**src/sv/msq_pkg.sv**
```systemverilog
`timescale 1ns / 1ps
package msq_pkg;

	// Operation codes of an input item.
	localparam logic [1:0] OP_CREATE   = 2'd0;
	localparam logic [1:0] OP_SET      = 2'd1;
	localparam logic [1:0] OP_CHPRI    = 2'd2;
	localparam logic [1:0] OP_SCHEDULE = 2'd3;

	// Task state codes.
	localparam logic [2:0] ST_UNUSED   = 3'd0;
	localparam logic [2:0] ST_EMBRYO   = 3'd1;
	localparam logic [2:0] ST_RUNNABLE = 3'd3;

	// Result status codes.
	localparam logic [1:0] STAT_OK       = 2'd0;
	localparam logic [1:0] STAT_NONE     = 2'd1;
	localparam logic [1:0] STAT_FULL     = 2'd2;
	localparam logic [1:0] STAT_NOTFOUND = 2'd3;

	// Configuration register indexes.
	localparam logic [1:0] CFG_PROMOTE_AGE = 2'd0;
	localparam logic [1:0] CFG_TIME_COEF   = 2'd1;
	localparam logic [1:0] CFG_CYCLE_COEF  = 2'd2;
	localparam logic [1:0] CFG_PRIO_COEF   = 2'd3;

	localparam int DEF_SLOTS = 64;
	localparam int MAX_RES   = 64;

	// Run count is kept as whole runs and tenths; it saturates at 6553.5.
	localparam logic [12:0] WHOLE_MAX = 13'd6553;
	localparam logic [3:0]  FRAC_MAX  = 4'd5;
	localparam logic [3:0]  FRAC_TOP  = 4'd9;

	// One task table entry.
	typedef struct packed {
		logic [2:0]  st;
		logic [1:0]  lvl;
		logic [17:0] arr;
		logic [12:0] whole;
		logic [3:0]  frac;
		logic [15:0] age;
		logic [15:0] pid;
	} task_t;

endpackage

```
**src/sv/msq_cell.sv**
```systemverilog
`timescale 1ns / 1ps
module msq_cell (
	input  logic           clk,
	input  logic           arst_n,
	input  logic           shift,
	input  msq_pkg::task_t d,
	output msq_pkg::task_t q
);
	import msq_pkg::*;

	task_t entry_q;

	// The entry moves one place toward the head on every shift.
	always_ff @(posedge clk or negedge arst_n) begin
		if (!arst_n) begin
			entry_q <= '0;
		end else if (shift) begin
			entry_q <= d;
		end
	end

	assign q = entry_q;
endmodule

```
**config.mk**
```make
export PLATFORM = sky130hd
export DESIGN_NAME = msq_cell
export DESIGN_NICKNAME = d
export VERILOG_FILES = /design/src/sv/msq_pkg.sv /design/src/sv/msq_cell.sv
export SDC_FILE = /design/constraint.sdc
export NUM_CORES = 1
export LEC_CHECK = 0
export BUFFER_PORTS_ARGS = -buffer_cell sky130_fd_sc_hd__buf_2
export CORE_ASPECT_RATIO = 1.4
export CORE_MARGIN = 2
export CORE_UTILIZATION = 30
export CTS_BUF_LIST = sky130_fd_sc_hd__clkbuf_4 sky130_fd_sc_hd__clkbuf_8 sky130_fd_sc_hd__clkbuf_16
export DETAILED_ROUTE_END_ITERATION = 10
export SLEW_MARGIN = 20
export SYNTH_ARGS = -nofsm -noshare
export SYNTH_HDL_FRONTEND = slang
export SYNTH_SLANG_ARGS = --single-unit
export TNS_END_PERCENT = 100
```
**constraint.sdc**
```tcl
create_clock -name clk -period 1.69 [get_ports clk]
set_input_delay 0.338 -clock clk [delete_from_list [all_inputs] [get_ports clk]]
set_output_delay 0.338 -clock clk [all_outputs]
set_load 0.01 [all_outputs]
```
-- After elaboration in Yosys (flattened, before gate mapping)
Cells that the tools add are included.
- register bits: 72
- latch bits: 0
- RAM bits: 0
- ROM bits: 0
- input bits: 75
- output and inout bits: 72
- word-level logic and storage cells: 7
- memories: 0
- add/sub/neg operators: 0
- multiply operators: 0
- div/mod/pow operators: 0
- order comparisons: 0
- equal/unequal tests: 0
- shifts and indexed selects: 0
- multiplexer cells: 0
- bitwise gates (word level): 0
- reduce and logical (&&, ||, !) cells: 0

-- Logic depth before layout (Yosys ltp)
Gate-level depths: netlist of run 1.
- depth after elaboration: 0
- depth in mapped cells: 3
- mapped depth without buffers: 1

-- Least setup slack after synthesis of run 1
OpenSTA, ideal clock, no wires.
- path kind: input to register
- from: in shift
- to: reg entry_q, in the netlist q[0]
- setup time: 0.125 ns
- data arrival time: 0.949 ns
- required time: 1.565 ns
- slack: 0.615 ns
- stages on the path: 3
- buffers on the path: 2
- cell sequence: buf_6 -> buf_12 -> mux2_4
- RTL lines (element ; RTL line ; text):
    start: declaration ; msq_cell.sv:5 ; input logic shift,
    end signal: assignment ; msq_cell.sv:16 ; entry_q <= '0;
    end signal: assignment ; msq_cell.sv:18 ; entry_q <= d;
    end: declaration ; msq_cell.sv:11 ; task_t entry_q;
No word-level cell between the ends.

-- Final worst setup path of run 1
- from: reg entry_q, in the netlist q[4]
- to: out q[4] in the netlist's numbering
- RTL lines (element ; RTL line ; text):
    end: declaration ; msq_cell.sv:7 ; output msq_pkg::task_t q
No word-level cell between the ends.

==> impl_metrics.yaml, run 1 <==
timing:
  fin_tns_setup_ns: 0
  max_freq_ghz: 0.832
  skew_ns: 0
  relSlewSlack_pct: 68.8
  post-route-period-util_pct: 71.2
  setup_viol: 0
  drv_slew: 0
  period_needed_ns: 1.20
  setup_ws_ns: 0.488
  rsz0062_at_grt: "false"
  hold_viol_final: 0
  tightest_slew_ns: 0.468
detailed_routing:
  via_per_inst: 4.09
  wl_met1_mm: 2.51
  routed-wl-met2_mm: 2.96
  drc: 0
  wl_met3_um: 412
  totalWireLength_mm: 6.04
  drt_iter0_drc: 48
  highest_layer: "met4"
  avgRoutedWirePerCell_um: 13.5
  num_vias: 1825
  dr.pass1.iters: 3
  drtAntennaViolNets: 0
clocking:
  cts_setup_buffers: 0
  root_buffer: "clkbuf_16"
  numCtsBuffers: 9
  clk_latency_ns: 0.32
  clock-sinks: 72
  htree_levels: 3
  cts_tree: "yes"
  post_cts_resize_count: 0
  cts.clk_slew.worst_paths_ns: 0.06
  clock_path_buffers: 2
critical_path:
  max_stage_delay_ns: 0.39
  crit_buf_inv: 1
  start_kind: "flop"
  path_cells: "buf_2"
  path_class: "reg -> out"
  end_kind: "primary output"
  cp.required_ns: 1.35
  cp_slowest_cell: "dfrtp_1"
  path_delay_family: "flip-flops"
  cp_max_fo: 2
  arrival_ns: 0.86
placement:
  placed_cell_area_um2: 3860
  hpwl_mm: 4.40
  post-place-ws_ns: 0.384
  portBuffers: 146
  place.gp.congestion: 0.676
global_routing:
  grt_pass1_vias: 1877
  grt_pass1_wl_mm: 9.09
  grt_max_degree: 38
  grt_antenna_before_repair: 0
  overflow: 0
  grt_util_all_layers_pct: 11.2
yosys:
  syn_area_um2: 3030
  avgSynthCellArea_um2: 19.9
  yosysSeqAreaShare_pct: 59.5
  syn_nets: 227
  yosysTopAreaCell: "dfrtp_1"
  synth.distinct_cells: 5
  synth-seq-cells: 72
  synth_warnings: 0
  synthCells: 152
  yosys-top-cells-area: "dfrtp_1 60%, mux2_4 35%, buf_12 4.6%"
  yosysTopAreaCellShare_pct: 59.5
die:
  initial_core_util_pct: 30.7
  die-area_um2: 10900
  core_um2: 9850
  fp.dieW_um: 88.9
  row_count: 43
  ios: 147
  die_h_um: 123
flow_run:
  maxCapViolCount: 0
finish:
  final_common_cell: "buf_2"
  layout-drive-gt1-share_pct: 76.5
  areaGrowthSynthToFinish_pct: 37.6
  diodes: 0
  largest_register_ffs: 72
  n_fill_cell: 937
  fin_nets: 381
  mostFrequentLayoutCells: "144 x buf_2, 72 x dfrtp_1, 70 x mux2_4, 9 x clkbuf_16, 4 x buf_12"
  final_util_pct: 42.3
  stdcell_area_um2: 4160
power_and_ir_drop:
  power_mw: 4.54
  power_leakage_nw: 2.18
  irDropWorstVdd_v: 0.000440
  powerDensity_nw_per_um2: 1090
worst_hold_path:
  holdCritPathClass: "in -> reg"
outcome:
  outcome: "completed"
final timing paths:
kind	startpoint	to	slack [ns]	cells after the start
hold reg to reg	q[53]	q[53]	0.50	1
setup reg to reg	q[66]	q[66]	0.91	1
hold / removal	d[57]	q[57]	0.24	2
max in group asynchronous	arst_n	q[12]	0.62	3
setup / recovery	q[4]	q[4]	0.49	1
min in group asynchronous	arst_n	q[30]	0.51	2
power breakdown:
group          leakage, nW  switching, mW  internal (mW)  total (mW)
logic                 1.20          0.302          0.446       0.748
clock network        0.137          0.690           1.11        1.80
registers            0.842         0.0944           1.90        1.99
logic make-up (layout without fill, tap and decap cells):
group,Yosys count,count (layout),synth area share (%)
muxes,72,72,35.5
DFF,72,72,59.5
buffers and inverters,8,167,5.00
metrics by stage:
stage / std cells / hold slack (ns)
floorplan: 152 / 0.0424
global placement: 429 / 0.325
detailed placement: 429 / 0.331
CTS: 446 / 0.224
global route: 446 / 0.224
finish: 446 / 0.242
synthesized netlist by cell type:
master	n
buf_12	7
buf_6	1
dfrtp_1	72
mux2_2	2
mux2_4	70
final cells by class:
cell class / count / area, µm² / area share (%)
clock buffer: 12 / 267 / 6.40
clock inverter: 4 / 27.5 / 0.661
multi-input combinational: 72 / 1070 / 25.8
sequential: 72 / 1800 / 43.3
tap: 135 / 169 / 4.06
timing repair buffer: 151 / 826 / 19.8
timing repair:
action	in CTS	in global routing
endpoints found under the setup margin	0	0
hold buffers	1	0
endpoints found under the hold margin	35	0
metal layers:
metal,vias up,GRT usage [%]
li1,839,-
met1,886,13.3
met2,88,17.3
met3,12,3.30
met4,0,7.48
met5,-,0
Power figures use the tool's default switching activity.
==> run 2: changes to the inputs <==
clock period = 1.15 ns   (was 1.69 ns; I/O delays follow)
==> run 2 against run 1 <==
Net effect:
- die area is the same
- wire length is essentially flat
- flip-flop and latch count is the same
- largest power group unchanged
- power grew 50%
==> impl_metrics.yaml, run 2 (synthesis gave the netlist of run 1 again) <==
outcome:
  outcome: "completed"
die:
  initial_core_util_pct: 30.7
  row_count: 43
  ios: 147
  die_h_um: 123
  fp.dieW_um: 88.9
  core_um2: 9850
  die-area_um2: 10900
placement:
  portBuffers: 146
  hpwl_mm: 4.49
  post-place-ws_ns: 0.0392
  place.gp.congestion: 0.672
critical_path:
  path_class: "reg -> out"
  cp_max_fo: 2
  arrival_ns: 0.87
  max_stage_delay_ns: 0.40
  path_delay_family: "flip-flops"
  end_kind: "primary output"
  start_kind: "flop"
  cp_slowest_cell: "dfrtp_1"
  cp.required_ns: 0.92
  crit_buf_inv: 1
  path_cells: "buf_2"
global_routing:
  grt_util_all_layers_pct: 11.6
  grt_pass1_vias: 1987
  overflow: 0
  grt_pass1_wl_mm: 9.43
  grt_antenna_before_repair: 0
  grt_max_degree: 38
clocking:
  post_cts_resize_count: 0
  clock_path_buffers: 2
  root_buffer: "clkbuf_16"
  cts_tree: "yes"
  htree_levels: 3
  clock-sinks: 72
  cts.clk_slew.worst_paths_ns: 0.06
  numCtsBuffers: 9
  clk_latency_ns: 0.32
timing:
  max_freq_ghz: 0.913
  post-route-period-util_pct: 95.3
  hold_viol_final: 0
  relSlewSlack_pct: 71.3
  rsz0062_at_grt: "false"
  setup_ws_ns: 0.0542
  skew_ns: 0
  setup_viol: 0
  drv_slew: 0
  tightest_slew_ns: 0.431
  period_needed_ns: 1.10
  fin_tns_setup_ns: 0
finish:
  n_fill_cell: 940
  seq_area_um2: 1800
  largest_register_ffs: 72
  diodes: 0
  final_common_cell: "buf_2"
  areaGrowthSynthToFinish_pct: 38.4
  fin_nets: 383
  final_util_pct: 42.5
  layout-drive-gt1-share_pct: 76.7
  multiInputGateArea_um2: 1070
  mostFrequentLayoutCells: "144 x buf_2, 72 x dfrtp_1, 70 x mux2_4, 9 x clkbuf_16"
flow_run:
  maxCapViolCount: 0
detailed_routing:
  totalWireLength_mm: 6.04
  drc: 0
  drt_iter0_drc: 34
  via_per_inst: 4.12
  drtAntennaViolNets: 0
  avgRoutedWirePerCell_um: 13.5
  num_vias: 1847
  dr.pass1.iters: 4
power_and_ir_drop:
  irDropWorstVdd_v: 0.000685
  power_leakage_nw: 2.20
  powerDensity_nw_per_um2: 1620
worst_hold_path:
  holdCritPathClass: "in -> reg"
run 2: changes by cell type in the layout (fill, tap and decap cells not counted):
cell        previous run  this run
clkbuf_4               0         1
clkinvlp_4             3         1
buf_4                  2         4
clkinv_2               1         2
clkbuf_8               3         1
clkinv_4               0         1
bufinv_16              0         1
run 2: cell type report:
cell class	count	area share, %
Sequential cell	72	43.0
Multi-Input combinational cell	72	25.6
Timing Repair Buffer	153	20.1
Clock buffer	11	5.89
Tap cell	135	4.03
Clock inverter	5	1.34
run 2: final timing paths:
check / startpoint / to / slack, ns / depth (start not counted)
max: q[45] / q[45] / 0.05 / 1
min: d[65] / q[65] / 0.13 / 2
max reg2reg: q[45] / q[45] / 0.37 / 1
min reg2reg: q[50] / q[50] / 0.50 / 1
max in group asynchronous: arst_n / q[33] / 0.32 / 3
min in group asynchronous: arst_n / q[37] / 0.41 / 3
run 2: metrics by stage:
step           power, mW  hold WS (ns)  instances  instance area, µm²
2_1_floorplan       3.61       -0.0656        152                3030
6_report            6.79         0.131        448                4190
3_3_place_gp        4.08         0.203        431                3870
5_1_grt             7.15         0.116        448                4190
3_5_place_dp        4.10         0.201        431                3870
4_1_cts             6.91         0.115        448                4190
run 2: power by group:
group	internal, mW	switching, mW	total [mW]
sequential	2.79	0.143	2.93
combinational	0.660	0.444	1.10
clock	1.76	1.00	2.76
total	5.21	1.59	6.79
run 2: timing repair:
item	CTS	global route
buffers inserted	0	0
hold endpoints to repair	72	0
hold buffers	1	0
run 2: per-layer routing:
layer / global-route usage, % / part of all wire (%)
met2: 18.6 / 50
met3: 3.30 / 6.1
met1: 13.5 / 42
met5: 0 / 0
met4: 7.10 / 2.6
